==> config.mk <==
export PLATFORM = sky130hd
export DESIGN_NAME = orbit_camera_eye_update_top_flat
export DESIGN_NICKNAME = d
export VERILOG_FILES = /design/src/rtl/core/ocu_pkg.sv /design/src/rtl/core/ocu_in_if.sv /design/src/rtl/core/ocu_out_if.sv /design/src/rtl/core/ocu_ctrl.sv /design/src/rtl/core/ocu_datapath.sv /design/src/rtl/core/orbit_camera_eye_update_top.sv /design/src/flat_wrapper.sv
export SDC_FILE = /design/constraint.sdc
export NUM_CORES = 2
export LEC_CHECK = 0
export BUFFER_PORTS_ARGS = -buffer_cell sky130_fd_sc_hd__buf_4
export CELL_PAD_IN_SITES_DETAIL_PLACEMENT = 1
export CELL_PAD_IN_SITES_GLOBAL_PLACEMENT = 1
export CORE_UTILIZATION = 46
export CTS_BUF_LIST = sky130_fd_sc_hd__clkbuf_16
export CTS_CLUSTER_SIZE = 24
export DETAILED_ROUTE_END_ITERATION = 8
export PLACE_DENSITY_LB_ADDON = 0.1
export RECOVER_POWER = 25
export SKIP_LAST_GASP = 1
export SLEW_MARGIN = 20
export SYNTH_ARGS = -nofsm -noshare
export SYNTH_HDL_FRONTEND = slang
export SYNTH_SLANG_ARGS = --single-unit
==> constraint.sdc <==
create_clock -name clk -period 8.2 [get_ports clk]
set_input_delay 0 -clock clk [delete_from_list [all_inputs] [get_ports clk]]
set_output_delay 0 -clock clk [all_outputs]
set_load 0.01 [all_outputs]
==> src/rtl/core/ocu_pkg.sv <==
// types, constants and tables shared by the orbit camera eye update block
`timescale 1ns / 1ps
`default_nettype none

package ocu_pkg;

  // register indexes on the configuration port
  localparam int CFG_IDX_W = 2;
  localparam logic [CFG_IDX_W-1:0] CFG_RADIUS = 2'd0;
  localparam logic [CFG_IDX_W-1:0] CFG_EL_MIN = 2'd1;
  localparam logic [CFG_IDX_W-1:0] CFG_EL_MAX = 2'd2;

  // reset values
  localparam logic [15:0] RADIUS_RST   = 16'd2560;
  localparam logic [15:0] EL_MIN_RST   = 16'd1820;
  localparam logic [15:0] EL_MAX_RST   = 16'd30948;
  localparam logic [15:0] EL_ANGLE_RST = 16'd16384;
  localparam logic [15:0] AZ_ANGLE_RST = 16'd0;

  // key vector magnitudes, q1.15
  localparam logic [15:0] MAG_AXIS = 16'd32768;
  localparam logic [15:0] MAG_DIAG = 16'd23170;

  // binary angle landmarks
  localparam logic [15:0] ANG_QUARTER = 16'd16384;
  localparam logic [15:0] ANG_THREE_Q = 16'd49152;
  localparam logic [15:0] ANG_HALF    = 16'h8000;

  // cordic vector width and start value, q4.30
  localparam int CORDIC_W = 34;
  localparam logic signed [CORDIC_W-1:0] CORDIC_GAIN = 34'sd652032874;

  localparam logic signed [16:0] EYE_LIMIT = 17'sd65535;

  // datapath operations
  typedef logic [3:0] op_t;
  localparam op_t OP_NONE     = 4'd0;
  localparam op_t OP_LOAD     = 4'd1;
  localparam op_t OP_STEP_MUL = 4'd2;
  localparam op_t OP_ANGLE    = 4'd3;
  localparam op_t OP_CLAMP    = 4'd4;
  localparam op_t OP_CINIT    = 4'd5;
  localparam op_t OP_CITER    = 4'd6;
  localparam op_t OP_CDONE    = 4'd7;
  localparam op_t OP_MUL_SC   = 4'd8;
  localparam op_t OP_MUL_R    = 4'd9;
  localparam op_t OP_X_SS     = 4'd10;
  localparam op_t OP_Z_CR     = 4'd11;
  localparam op_t OP_OUT      = 4'd12;

  typedef struct packed {
    op_t  op;
    logic sel_az;
  } cmd_t;

  typedef struct packed {
    logic has_keys;
    logic iter_last;
    logic out_free;
  } sts_t;

  // arctangent of 2^-i, full turn at 2^32
  function automatic logic signed [CORDIC_W-1:0] atan_q32(input logic [4:0] idx);
    logic signed [CORDIC_W-1:0] v;
    case (idx)
      5'd0:  v = 34'sd536870912;
      5'd1:  v = 34'sd316933406;
      5'd2:  v = 34'sd167458907;
      5'd3:  v = 34'sd85004756;
      5'd4:  v = 34'sd42667331;
      5'd5:  v = 34'sd21354465;
      5'd6:  v = 34'sd10680862;
      5'd7:  v = 34'sd5340245;
      5'd8:  v = 34'sd2670163;
      5'd9:  v = 34'sd1335087;
      5'd10: v = 34'sd667544;
      5'd11: v = 34'sd333772;
      5'd12: v = 34'sd166886;
      5'd13: v = 34'sd83443;
      5'd14: v = 34'sd41722;
      5'd15: v = 34'sd20861;
      5'd16: v = 34'sd10430;
      5'd17: v = 34'sd5215;
      5'd18: v = 34'sd2608;
      5'd19: v = 34'sd1304;
      5'd20: v = 34'sd652;
      5'd21: v = 34'sd326;
      5'd22: v = 34'sd163;
      5'd23: v = 34'sd81;
      default: v = '0;
    endcase
    return v;
  endfunction

endpackage

`default_nettype wire

==> src/rtl/core/ocu_in_if.sv <==
// request channel carrying the key state and frame time
`timescale 1ns / 1ps
`default_nettype none

interface ocu_in_if ();
  logic        valid;
  logic        ready;
  logic        key_up;
  logic        key_down;
  logic        key_left;
  logic        key_right;
  logic [15:0] frame_time;

  modport source (output valid, key_up, key_down, key_left, key_right, frame_time,
                  input ready);
  modport sink (input valid, key_up, key_down, key_left, key_right, frame_time,
                output ready);
endinterface

`default_nettype wire

==> src/rtl/core/ocu_out_if.sv <==
// result channel carrying the eye position and moved flag
`timescale 1ns / 1ps
`default_nettype none

interface ocu_out_if ();
  logic               valid;
  logic               ready;
  logic signed [16:0] eye_x;
  logic signed [16:0] eye_y;
  logic signed [16:0] eye_z;
  logic               moved;

  modport source (output valid, eye_x, eye_y, eye_z, moved, input ready);
  modport sink (input valid, eye_x, eye_y, eye_z, moved, output ready);
endinterface

`default_nettype wire

==> src/rtl/core/ocu_ctrl.sv <==
// sequencing state machine for the orbit camera eye update
`timescale 1ns / 1ps
`default_nettype none

module ocu_ctrl (
  input  logic          clk,
  input  logic          rst,
  input  logic          in_valid,
  output logic          in_ready,
  input  ocu_pkg::sts_t sts,
  output ocu_pkg::cmd_t cmd
);

  localparam logic [3:0] ST_IDLE    = 4'd0;
  localparam logic [3:0] ST_SMUL    = 4'd1;
  localparam logic [3:0] ST_ANG     = 4'd2;
  localparam logic [3:0] ST_CLAMP   = 4'd3;
  localparam logic [3:0] ST_EL_INIT = 4'd4;
  localparam logic [3:0] ST_EL_ITER = 4'd5;
  localparam logic [3:0] ST_EL_DONE = 4'd6;
  localparam logic [3:0] ST_AZ_INIT = 4'd7;
  localparam logic [3:0] ST_AZ_ITER = 4'd8;
  localparam logic [3:0] ST_AZ_DONE = 4'd9;
  localparam logic [3:0] ST_M0      = 4'd10;
  localparam logic [3:0] ST_M1      = 4'd11;
  localparam logic [3:0] ST_M2      = 4'd12;
  localparam logic [3:0] ST_M3      = 4'd13;
  localparam logic [3:0] ST_M4      = 4'd14;
  localparam logic [3:0] ST_OUT     = 4'd15;

  logic [3:0] state;
  logic [3:0] state_next;

  always_ff @(posedge clk) begin
    if (rst) begin
      state <= ST_IDLE;
    end else begin
      state <= state_next;
    end
  end

  always_comb begin
    state_next = state;
    cmd.op     = ocu_pkg::OP_NONE;
    cmd.sel_az = 1'b0;
    case (state)
      ST_IDLE: begin
        if (in_valid) begin
          cmd.op     = ocu_pkg::OP_LOAD;
          state_next = ST_SMUL;
        end
      end
      ST_SMUL: begin
        if (sts.has_keys) begin
          cmd.op     = ocu_pkg::OP_STEP_MUL;
          state_next = ST_ANG;
        end else begin
          state_next = ST_EL_INIT;
        end
      end
      ST_ANG: begin
        cmd.op     = ocu_pkg::OP_ANGLE;
        state_next = ST_CLAMP;
      end
      ST_CLAMP: begin
        cmd.op     = ocu_pkg::OP_CLAMP;
        state_next = ST_EL_INIT;
      end
      ST_EL_INIT: begin
        cmd.op     = ocu_pkg::OP_CINIT;
        state_next = ST_EL_ITER;
      end
      ST_EL_ITER: begin
        cmd.op = ocu_pkg::OP_CITER;
        if (sts.iter_last) begin
          state_next = ST_EL_DONE;
        end
      end
      ST_EL_DONE: begin
        cmd.op     = ocu_pkg::OP_CDONE;
        state_next = ST_AZ_INIT;
      end
      ST_AZ_INIT: begin
        cmd.op     = ocu_pkg::OP_CINIT;
        cmd.sel_az = 1'b1;
        state_next = ST_AZ_ITER;
      end
      ST_AZ_ITER: begin
        cmd.op = ocu_pkg::OP_CITER;
        if (sts.iter_last) begin
          state_next = ST_AZ_DONE;
        end
      end
      ST_AZ_DONE: begin
        cmd.op     = ocu_pkg::OP_CDONE;
        cmd.sel_az = 1'b1;
        state_next = ST_M0;
      end
      ST_M0: begin
        cmd.op     = ocu_pkg::OP_MUL_SC;
        state_next = ST_M1;
      end
      ST_M1: begin
        cmd.op     = ocu_pkg::OP_MUL_R;
        state_next = ST_M2;
      end
      ST_M2: begin
        cmd.op     = ocu_pkg::OP_X_SS;
        state_next = ST_M3;
      end
      ST_M3: begin
        cmd.op     = ocu_pkg::OP_MUL_R;
        state_next = ST_M4;
      end
      ST_M4: begin
        cmd.op     = ocu_pkg::OP_Z_CR;
        state_next = ST_OUT;
      end
      ST_OUT: begin
        if (sts.out_free) begin
          cmd.op     = ocu_pkg::OP_OUT;
          state_next = ST_IDLE;
        end
      end
      default: begin
        state_next = ST_IDLE;
      end
    endcase
  end

  assign in_ready = (state == ST_IDLE);

endmodule

`default_nettype wire

==> src/rtl/core/ocu_datapath.sv <==
// angle update, shared cordic, shared multiplier and result register
`timescale 1ns / 1ps
`default_nettype none

module ocu_datapath #(
  parameter int CORDIC_STEPS = 16
) (
  input  logic               clk,
  input  logic               rst,
  input  ocu_pkg::cmd_t      cmd,
  output ocu_pkg::sts_t      sts,
  input  logic               key_up,
  input  logic               key_down,
  input  logic               key_left,
  input  logic               key_right,
  input  logic [15:0]        frame_time,
  input  logic [15:0]        orbit_radius,
  input  logic [15:0]        elevation_min,
  input  logic [15:0]        elevation_max,
  input  logic               out_ready,
  output logic               out_valid,
  output logic signed [16:0] eye_x,
  output logic signed [16:0] eye_y,
  output logic signed [16:0] eye_z,
  output logic               moved
);

  localparam int ITER_W = (CORDIC_STEPS > 1) ? $clog2(CORDIC_STEPS) : 1;
  localparam logic [ITER_W-1:0] ITER_LAST = ITER_W'(CORDIC_STEPS - 1);
  localparam int CW = ocu_pkg::CORDIC_W;

  // latched request
  logic        k_up, k_down, k_left, k_right;
  logic [15:0] ft;

  // angle state
  logic [15:0]        el, az;
  logic signed [17:0] ne_raw;
  logic [15:0]        na;
  logic               mv;

  // cordic
  logic signed [CW-1:0] cx, cy, cz;
  logic                 flip;
  logic [ITER_W-1:0]    cnt;
  logic signed [17:0]   s_el, c_el, s_az, c_az;

  // products
  logic signed [35:0] mul_a;
  logic signed [17:0] mul_b;
  logic signed [53:0] mul_p;
  logic signed [53:0] mreg;
  logic signed [16:0] ex, ez;

  logic               has_el, has_az;
  logic [15:0]        mag;
  logic [32:0]        step_sum;
  logic [16:0]        stepv;
  logic signed [17:0] el_delta, ne_sum, max_s, min_s, ne_hi, ne_cl;
  logic [15:0]        az_step;
  logic [15:0]        ang, ang_f;
  logic               flip_n;
  logic signed [CW-1:0] z0, shx, shy, at, xf, yf, c_full, s_full;
  logic signed [53:0] r30, r15;

  function automatic logic signed [16:0] sat17(input logic signed [53:0] v);
    logic signed [16:0] o;
    if (v > 54'sd65535) begin
      o = ocu_pkg::EYE_LIMIT;
    end else if (v < -54'sd65535) begin
      o = -ocu_pkg::EYE_LIMIT;
    end else begin
      o = v[16:0];
    end
    return o;
  endfunction

  assign has_el = k_up ^ k_down;
  assign has_az = k_left ^ k_right;
  assign mag    = (has_el && has_az) ? ocu_pkg::MAG_DIAG : ocu_pkg::MAG_AXIS;

  // one shared multiplier
  always_comb begin
    mul_a = '0;
    mul_b = '0;
    case (cmd.op)
      ocu_pkg::OP_STEP_MUL: begin
        mul_a = {20'd0, mag};
        mul_b = {2'b00, ft};
      end
      ocu_pkg::OP_MUL_SC: begin
        mul_a = 36'(s_el);
        mul_b = c_az;
      end
      ocu_pkg::OP_MUL_R: begin
        mul_a = mreg[35:0];
        mul_b = {2'b00, orbit_radius};
      end
      ocu_pkg::OP_X_SS: begin
        mul_a = 36'(s_el);
        mul_b = s_az;
      end
      ocu_pkg::OP_Z_CR: begin
        mul_a = 36'(c_el);
        mul_b = {2'b00, orbit_radius};
      end
      default: begin
        mul_a = '0;
        mul_b = '0;
      end
    endcase
  end

  assign mul_p = mul_a * mul_b;

  // angle step, rounded
  assign step_sum = {1'b0, mreg[31:0]} + 33'd32768;
  assign stepv    = step_sum[32:16];

  always_comb begin
    if (k_up && !k_down) begin
      el_delta = signed'({1'b0, stepv});
    end else if (k_down && !k_up) begin
      el_delta = -signed'({1'b0, stepv});
    end else begin
      el_delta = '0;
    end
    if (k_left && !k_right) begin
      az_step = az + stepv[15:0];
    end else if (k_right && !k_left) begin
      az_step = az - stepv[15:0];
    end else begin
      az_step = az;
    end
  end

  assign ne_sum = signed'({2'b00, el}) + el_delta;

  // upper limit first, so the lower one wins on an inverted range
  assign max_s = signed'({2'b00, elevation_max});
  assign min_s = signed'({2'b00, elevation_min});
  assign ne_hi = (ne_raw > max_s) ? max_s : ne_raw;
  assign ne_cl = (ne_hi < min_s) ? min_s : ne_hi;

  // fold the left half plane onto the right one
  assign ang    = cmd.sel_az ? az : el;
  assign flip_n = (ang > ocu_pkg::ANG_QUARTER) && (ang < ocu_pkg::ANG_THREE_Q);
  assign ang_f  = flip_n ? (ang ^ ocu_pkg::ANG_HALF) : ang;
  assign z0     = CW'(signed'({ang_f, 16'd0}));

  assign shx = cx >>> cnt;
  assign shy = cy >>> cnt;
  assign at  = ocu_pkg::atan_q32(5'(cnt));

  assign xf     = flip ? -cx : cx;
  assign yf     = flip ? -cy : cy;
  assign c_full = (xf + 34'sd16384) >>> 15;
  assign s_full = (yf + 34'sd16384) >>> 15;

  assign r30 = (mreg + 54'sd536870912) >>> 30;
  assign r15 = (mreg + 54'sd16384) >>> 15;

  // architectural state and result handshake
  always_ff @(posedge clk) begin
    if (rst) begin
      el        <= ocu_pkg::EL_ANGLE_RST;
      az        <= ocu_pkg::AZ_ANGLE_RST;
      out_valid <= 1'b0;
    end else begin
      if (cmd.op == ocu_pkg::OP_OUT) begin
        out_valid <= 1'b1;
      end else if (out_valid && out_ready) begin
        out_valid <= 1'b0;
      end
      if (cmd.op == ocu_pkg::OP_CLAMP) begin
        el <= ne_cl[15:0];
        az <= na;
      end
    end
  end

  // working registers
  always_ff @(posedge clk) begin
    case (cmd.op)
      ocu_pkg::OP_LOAD: begin
        k_up    <= key_up;
        k_down  <= key_down;
        k_left  <= key_left;
        k_right <= key_right;
        ft      <= frame_time;
        mv      <= 1'b0;
      end
      ocu_pkg::OP_STEP_MUL: begin
        mreg <= mul_p;
      end
      ocu_pkg::OP_ANGLE: begin
        ne_raw <= ne_sum;
        na     <= az_step;
      end
      ocu_pkg::OP_CLAMP: begin
        mv <= (ne_cl[15:0] != el) || (na != az);
      end
      ocu_pkg::OP_CINIT: begin
        cx   <= ocu_pkg::CORDIC_GAIN;
        cy   <= '0;
        cz   <= z0;
        flip <= flip_n;
        cnt  <= '0;
      end
      ocu_pkg::OP_CITER: begin
        if (!cz[CW-1]) begin
          cx <= cx - shy;
          cy <= cy + shx;
          cz <= cz - at;
        end else begin
          cx <= cx + shy;
          cy <= cy - shx;
          cz <= cz + at;
        end
        cnt <= cnt + 1'b1;
      end
      ocu_pkg::OP_CDONE: begin
        if (cmd.sel_az) begin
          c_az <= c_full[17:0];
          s_az <= s_full[17:0];
        end else begin
          c_el <= c_full[17:0];
          s_el <= s_full[17:0];
        end
      end
      ocu_pkg::OP_MUL_SC, ocu_pkg::OP_MUL_R: begin
        mreg <= mul_p;
      end
      ocu_pkg::OP_X_SS: begin
        ex   <= sat17(r30);
        mreg <= mul_p;
      end
      ocu_pkg::OP_Z_CR: begin
        ez   <= sat17(r30);
        mreg <= mul_p;
      end
      ocu_pkg::OP_OUT: begin
        eye_x <= ex;
        eye_y <= sat17(r15);
        eye_z <= ez;
        moved <= mv;
      end
      default: begin
      end
    endcase
  end

  assign sts.has_keys  = has_el || has_az;
  assign sts.iter_last = (cnt == ITER_LAST);
  assign sts.out_free  = !out_valid || out_ready;

endmodule

`default_nettype wire

==> src/rtl/core/orbit_camera_eye_update_top.sv <==
// top level of the orbit camera eye update block
//
//   channel  dir   handshake       payload
//   keys     in    valid / ready   key_up key_down key_left key_right frame_time
//   eye      out   valid / ready   eye_x eye_y eye_z moved
//   cfg      in    cfg_we          cfg_index cfg_data (no read-back)
//
// a request is taken only in idle, so a new one waits until the last has passed
// every step, out to the result register; a request with no key skips the angle
// update; keys.ready and eye.valid rise together; the two cordic passes run one
// after the other on the single shared rotation unit
// the result sits in its own register, so keys.ready comes back while a
// result still waits on eye.ready; a stalled result holds the next one in
// the final step only
// rst is synchronous and active high; it restores the angles, the configuration registers, the sequencer and eye.valid
`timescale 1ns / 1ps
`default_nettype none

module orbit_camera_eye_update_top #(
  parameter int CORDIC_STEPS = 16
) (
  input  logic                              clk,
  input  logic                              rst,
  ocu_in_if.sink                            keys,
  ocu_out_if.source                         eye,
  input  logic                              cfg_we,
  input  logic [ocu_pkg::CFG_IDX_W-1:0]     cfg_index,
  input  logic [15:0]                       cfg_data
);

  // configuration registers
  logic [15:0] orbit_radius;
  logic [15:0] elevation_min;
  logic [15:0] elevation_max;

  ocu_pkg::cmd_t cmd;
  ocu_pkg::sts_t sts;

  // writes beyond the register list fall through and are dropped
  always_ff @(posedge clk) begin
    if (rst) begin
      orbit_radius  <= ocu_pkg::RADIUS_RST;
      elevation_min <= ocu_pkg::EL_MIN_RST;
      elevation_max <= ocu_pkg::EL_MAX_RST;
    end else if (cfg_we) begin
      case (cfg_index)
        ocu_pkg::CFG_RADIUS: orbit_radius  <= cfg_data;
        ocu_pkg::CFG_EL_MIN: elevation_min <= cfg_data;
        ocu_pkg::CFG_EL_MAX: elevation_max <= cfg_data;
        default: begin
        end
      endcase
    end
  end

  // sequencer: steps the datapath through update, two cordic passes, products
  ocu_ctrl u_ctrl (
    .clk      (clk),
    .rst      (rst),
    .in_valid (keys.valid),
    .in_ready (keys.ready),
    .sts      (sts),
    .cmd      (cmd)
  );

  // datapath: angle state, cordic, shared multiplier, result register
  ocu_datapath #(
    .CORDIC_STEPS (CORDIC_STEPS)
  ) u_dp (
    .clk           (clk),
    .rst           (rst),
    .cmd           (cmd),
    .sts           (sts),
    .key_up        (keys.key_up),
    .key_down      (keys.key_down),
    .key_left      (keys.key_left),
    .key_right     (keys.key_right),
    .frame_time    (keys.frame_time),
    .orbit_radius  (orbit_radius),
    .elevation_min (elevation_min),
    .elevation_max (elevation_max),
    .out_ready     (eye.ready),
    .out_valid     (eye.valid),
    .eye_x         (eye.eye_x),
    .eye_y         (eye.eye_y),
    .eye_z         (eye.eye_z),
    .moved         (eye.moved)
  );

endmodule

`default_nettype wire

==> src/flat_wrapper.sv <==
// flat-port wrapper written by rule: the top's interface ports become plain ports
module orbit_camera_eye_update_top_flat 
#(
  parameter int CORDIC_STEPS = 16
)
  (clk, rst, cfg_we, cfg_index, cfg_data, keys_valid, keys_key_up, keys_key_down, keys_key_left, keys_key_right, keys_frame_time, keys_ready, eye_valid, eye_eye_x, eye_eye_y, eye_eye_z, eye_moved, eye_ready);
  ocu_in_if keys_i ();
  ocu_out_if eye_i ();
  input  logic clk;
  input  logic rst;
  input  logic cfg_we;
  input  logic [ocu_pkg::CFG_IDX_W-1:0] cfg_index;
  input  logic [15:0] cfg_data;
  input wire logic [$bits(keys_i.valid)-1:0] keys_valid;
  input wire logic [$bits(keys_i.key_up)-1:0] keys_key_up;
  input wire logic [$bits(keys_i.key_down)-1:0] keys_key_down;
  input wire logic [$bits(keys_i.key_left)-1:0] keys_key_left;
  input wire logic [$bits(keys_i.key_right)-1:0] keys_key_right;
  input wire logic [$bits(keys_i.frame_time)-1:0] keys_frame_time;
  output wire logic [$bits(keys_i.ready)-1:0] keys_ready;
  output wire logic [$bits(eye_i.valid)-1:0] eye_valid;
  output wire logic [$bits(eye_i.eye_x)-1:0] eye_eye_x;
  output wire logic [$bits(eye_i.eye_y)-1:0] eye_eye_y;
  output wire logic [$bits(eye_i.eye_z)-1:0] eye_eye_z;
  output wire logic [$bits(eye_i.moved)-1:0] eye_moved;
  input wire logic [$bits(eye_i.ready)-1:0] eye_ready;
  assign keys_i.valid = keys_valid;
  assign keys_i.key_up = keys_key_up;
  assign keys_i.key_down = keys_key_down;
  assign keys_i.key_left = keys_key_left;
  assign keys_i.key_right = keys_key_right;
  assign keys_i.frame_time = keys_frame_time;
  assign keys_ready = keys_i.ready;
  assign eye_valid = eye_i.valid;
  assign eye_eye_x = eye_i.eye_x;
  assign eye_eye_y = eye_i.eye_y;
  assign eye_eye_z = eye_i.eye_z;
  assign eye_moved = eye_i.moved;
  assign eye_i.ready = eye_ready;
  orbit_camera_eye_update_top #(.CORDIC_STEPS(CORDIC_STEPS)) u_core (.clk(clk), .rst(rst), .keys(keys_i), .eye(eye_i), .cfg_we(cfg_we), .cfg_index(cfg_index), .cfg_data(cfg_data));
endmodule
==> summary.md <==
| Metric | Value |
|---|---|
| DRT iter0 DRCs | 3850 |
| Slowest CP cell | fa_1 |
| Via count | 48611 |
| Violated checks | capacitance limit, slew limit |
| WP data required | 8.62 ns |
| GR Util All Layers | 0.3108 |
| CP Data Arrival Time | 8.40 ns |
| Via density | 5.842 |
| Wire per inst | 24.15 um |
| Slew Limit Fails | 97 |
| Cell mode on critical path | fa_1 |
| CTS Sinks | 489 |
| Sequential area share after synthesis | 0.2338 |
| CTS clk-pin slew, worst paths | 0.07 ns |
| CTS H-tree lvls | 2 |
| GRT met3 Usage | 0.03795 |
| Dpl hpwl | 159500 um |
| GR peak layer | met2 |
| CTS Buf Count | 55 |
| Met2 Track Usage GR | 0.4957 |
| # DRC | 0 |
| Initial antenna violation count | 4 |
| Final hold vios | 0 |
| CTS tree | done |
| Fillers | 14283 |
| Die area | 127300 um2 |
| Area share of the largest cell type after synthesis | 0.2155 |
| Async SR Flop Fraction | 0 |
| Syn nets | 7404 |
| Root Buffer | clkbuf_16 |
| Post-synth top area cell | fa_1 |
| Die width | 356.7 um |
| First-pass GRT wire length | 304700 um |
| Initial Util | 0.4658 |
| Die H | 356.7 um |
| Final Critical Period | 7.983 ns |
| Share of layout cells above drive strength 1 | 0.1143 |
| CP Launch Type | flip-flop |
| Top Ports | 97 |
| Synthesized cell area | 57880 um2 |
| DRT Pass-1 Iters | 8 |
| Final nets | 7630 |
| GR met1 Demand/Resource | 0.4527 |
| Crit. End Element | flip-flop |
| Cells after synthesis | 6410 |
| Detailed Route WL | 201000 um |
| Actual slew at the worst max-slew pin | 2.143 ns |
| Final setup viols | 0 |
| Worst-path fanout max | 10 |
| Antenna viol nets, final | 0 |
| Post-synthesis register bit count | 489 |
| Status | finished with violations |
| Top_reg_cell synth | edfxtp_1 |
| Tcrit/Tclk final | 0.9736 |
| Row Count | 129 |
| PD cells | 139.2 nW/um2 |
| Synth top area cells | fa_1, edfxtp_1, ha_1 |
| Number of synthesized flops with an enable pin | 374 |
| Core area | 124300 um2 |
| Rel. slew slack | -0.4288 |
| WS Path Type | reg -> reg |
| Worst stage delay on the critical path | 0.56 ns |
| Fmax | 0.1253 GHz |
| Mapped Avg Cell Area | 9.030 um2 |
| Vias in the first global route | 50502 |
| Layout area overhead | 12.59% |
| Largest net degree at the start of global routing | 86 |
| Worst hold path type | in -> reg |
| Tot Pwr | 9.070 mW |
| Gr ovfl total | 0 |
| Worst Clk Skew | 0.06720 ns |
| Max capacitance violation total | 3 |
| Count of input and output buffers | 96 |
| Clock Path Buffers | 3 |
| Netlist cell types | 110 |
| LEAKAGE | 28.22 nW |
| Smallest hold slack | 0.03811 ns |
| Worst skew pair latency | 0.68 ns |
| GPL Wtd Cong | 0.9386 |
| Yosys Warn Count | 0 |
| Max VDD drop | 0.1921 mV |
path summary, 6_finish.rpt:
| path | endpoint | start | slack [ns] | cells after the start |
|---|---|---|---|---|
| setup / recovery | u_core.u_dp.mreg[51] | u_core.u_dp.k_right | 0.22 | 29 |
| hold / removal | u_core.elevation_max[9] | cfg_we | 0.04 | 4 |
| setup reg to reg | u_core.u_dp.mreg[51] | u_core.u_dp.k_right | 0.22 | 29 |
| hold reg to reg | u_core.u_dp.eye_x[2] | u_core.u_dp.ex[2] | 0.42 | 0 |
critical path, delay by kind of cell, from the launching register on:
kind            cells  cell delay (ns)
buf+inv             8             1.07
fa+ha+maj           8             3.68
xor+xnor            1             0.13
flops               1             0.44
compound gates      6             1.41
simple gates        6             0.95
per-stage QoR:
step,cell area [um2],utilization,cells,setup slack [ns],TNS [ns]
final,65170,0.5244,8321,0.2168,0
after floorplan,57890,-,6410,0.002500,0
after CTS,64580,0.5196,8298,-0.003716,-0.003716
after detailed placement,62300,0.5013,8148,-0.1078,-0.4876
after global placement,62300,0.5013,8148,0.07584,0
after global routing,65170,0.5244,8320,-0.03962,-0.1078
where the power goes:
group	total, mW	internal, mW	leakage [nW]	switching, mW
Clock	2.48	1.33	0.908	1.15
Sequential	3.16	2.89	4.33	0.269
Combinational	3.42	1.35	23.0	2.07
Total	9.07	5.58	28.2	3.49
metal layers:
layer  up-vias  share of wire
li1      21870              -
met1     24900           0.45
met2      1587           0.46
met3       252          0.070
met4         2          0.023
met5         -       0.000065
sequential cells by signal, summed over array words and instances, names as in the netlist, 4 cells and up:
register              count
u_core.u_dp.mreg         54
u_core.u_dp.cx           34
u_core.u_dp.cy           34
u_core.u_dp.cz           34
u_core.u_dp.at           30
u_core.u_dp.c_az         18
u_core.u_dp.c_el         18
u_core.u_dp.ne_raw       18
u_core.u_dp.s_az         18
u_core.u_dp.s_el         18
u_core.u_dp.ex           17
u_core.u_dp.eye_x        17
u_core.u_dp.eye_y        17
u_core.u_dp.eye_z        17
u_core.u_dp.ez           17
u_core.elevation_max     16
u_core.elevation_min     16
u_core.orbit_radius      16
u_core.u_dp.az           16
u_core.u_dp.el           16
u_core.u_dp.ft           16
u_core.u_dp.na           16
u_core.u_ctrl.state       4
u_core.u_dp.cnt           4
Yosys cell counts (all sizes together), types with 10 or more instances:
cell,instances
o22ai,21
a211oi,34
o31ai,24
xor2,161
a31oi,54
clkbuf,253
or2,28
nor3,99
mux4,84
mux2i,69
o21bai,27
and2,44
o21ai,240
edfxtp,374
a22o,12
a222oi,19
a21oi,367
nor4,40
nand4,54
xnor2,239
o41ai,10
fa,623
nor2,596
nor3b,14
nand2b,44
a211o,30
nand3,96
buf,76
and4,18
ha,328
nand2,837
and3,41
a2111oi,12
inv,893
mux2,35
o211ai,27
nor2b,34
or3,31
dfxtp,115
nand3b,11
a21o,108
o21a,32
a22oi,20
layout make-up:
| class | instances | area (um2) | area share |
|---|---|---|---|
| timing repair buffer | 499 | 4284 | 0.06573 |
| tap | 1637 | 2048 | 0.03143 |
| sequential | 489 | 13540 | 0.2077 |
| clock inverter | 48 | 395.4 | 0.006067 |
| multi-input combinational | 4698 | 40170 | 0.6164 |
| clock buffer | 55 | 1376 | 0.02112 |
| antenna | 2 | 5.005 | 0.00007679 |
| inverter | 893 | 3354 | 0.05147 |
timing repair:
| action | 4_1_cts | 5_1_grt |
|---|---|---|
| hold buffers | 45 | 0 |
| setup endpoints to repair | 12 | 22 |
| pin swaps | 4 | 85 |
| gates cloned | 0 | 5 |
| setup buffers | 2 | 18 |
| endpoints found under the hold margin | 89 | 0 |
| gates resized for setup | 15 | 134 |
cells by family (layout without fill, tap and decap cells):
family,after synthesis,count (layout),synth area share
AOI/OAI and AO/OA,1142,1142,0.1260
xor gates and xnor gates,400,400,0.06052
adders and majority gates,951,951,0.2864
buffers and inverters,1224,1495,0.08324
DFF,489,489,0.2338
muxes,188,188,0.05298
other,0,2,0
and+or+nand+nor,2016,2017,0.1571
cells in the final DEF, fill, tap and decap left out, types with 58 or more instances in the layout:
master	n
xor2_1	161
edfxtp_1	374
a21o_1	106
nor3_1	92
inv_1	893
mux2i_1	69
clkbuf_1	61
a21oi_1	355
mux4_2	58
nand3_1	93
xnor2_1	239
buf_4	318
ha_1	311
dfxtp_1	112
o21ai_0	231
nand2_1	824
clkbuf_16	59
fa_1	607
nor2_1	587
Power figures use the tool's default switching activity.
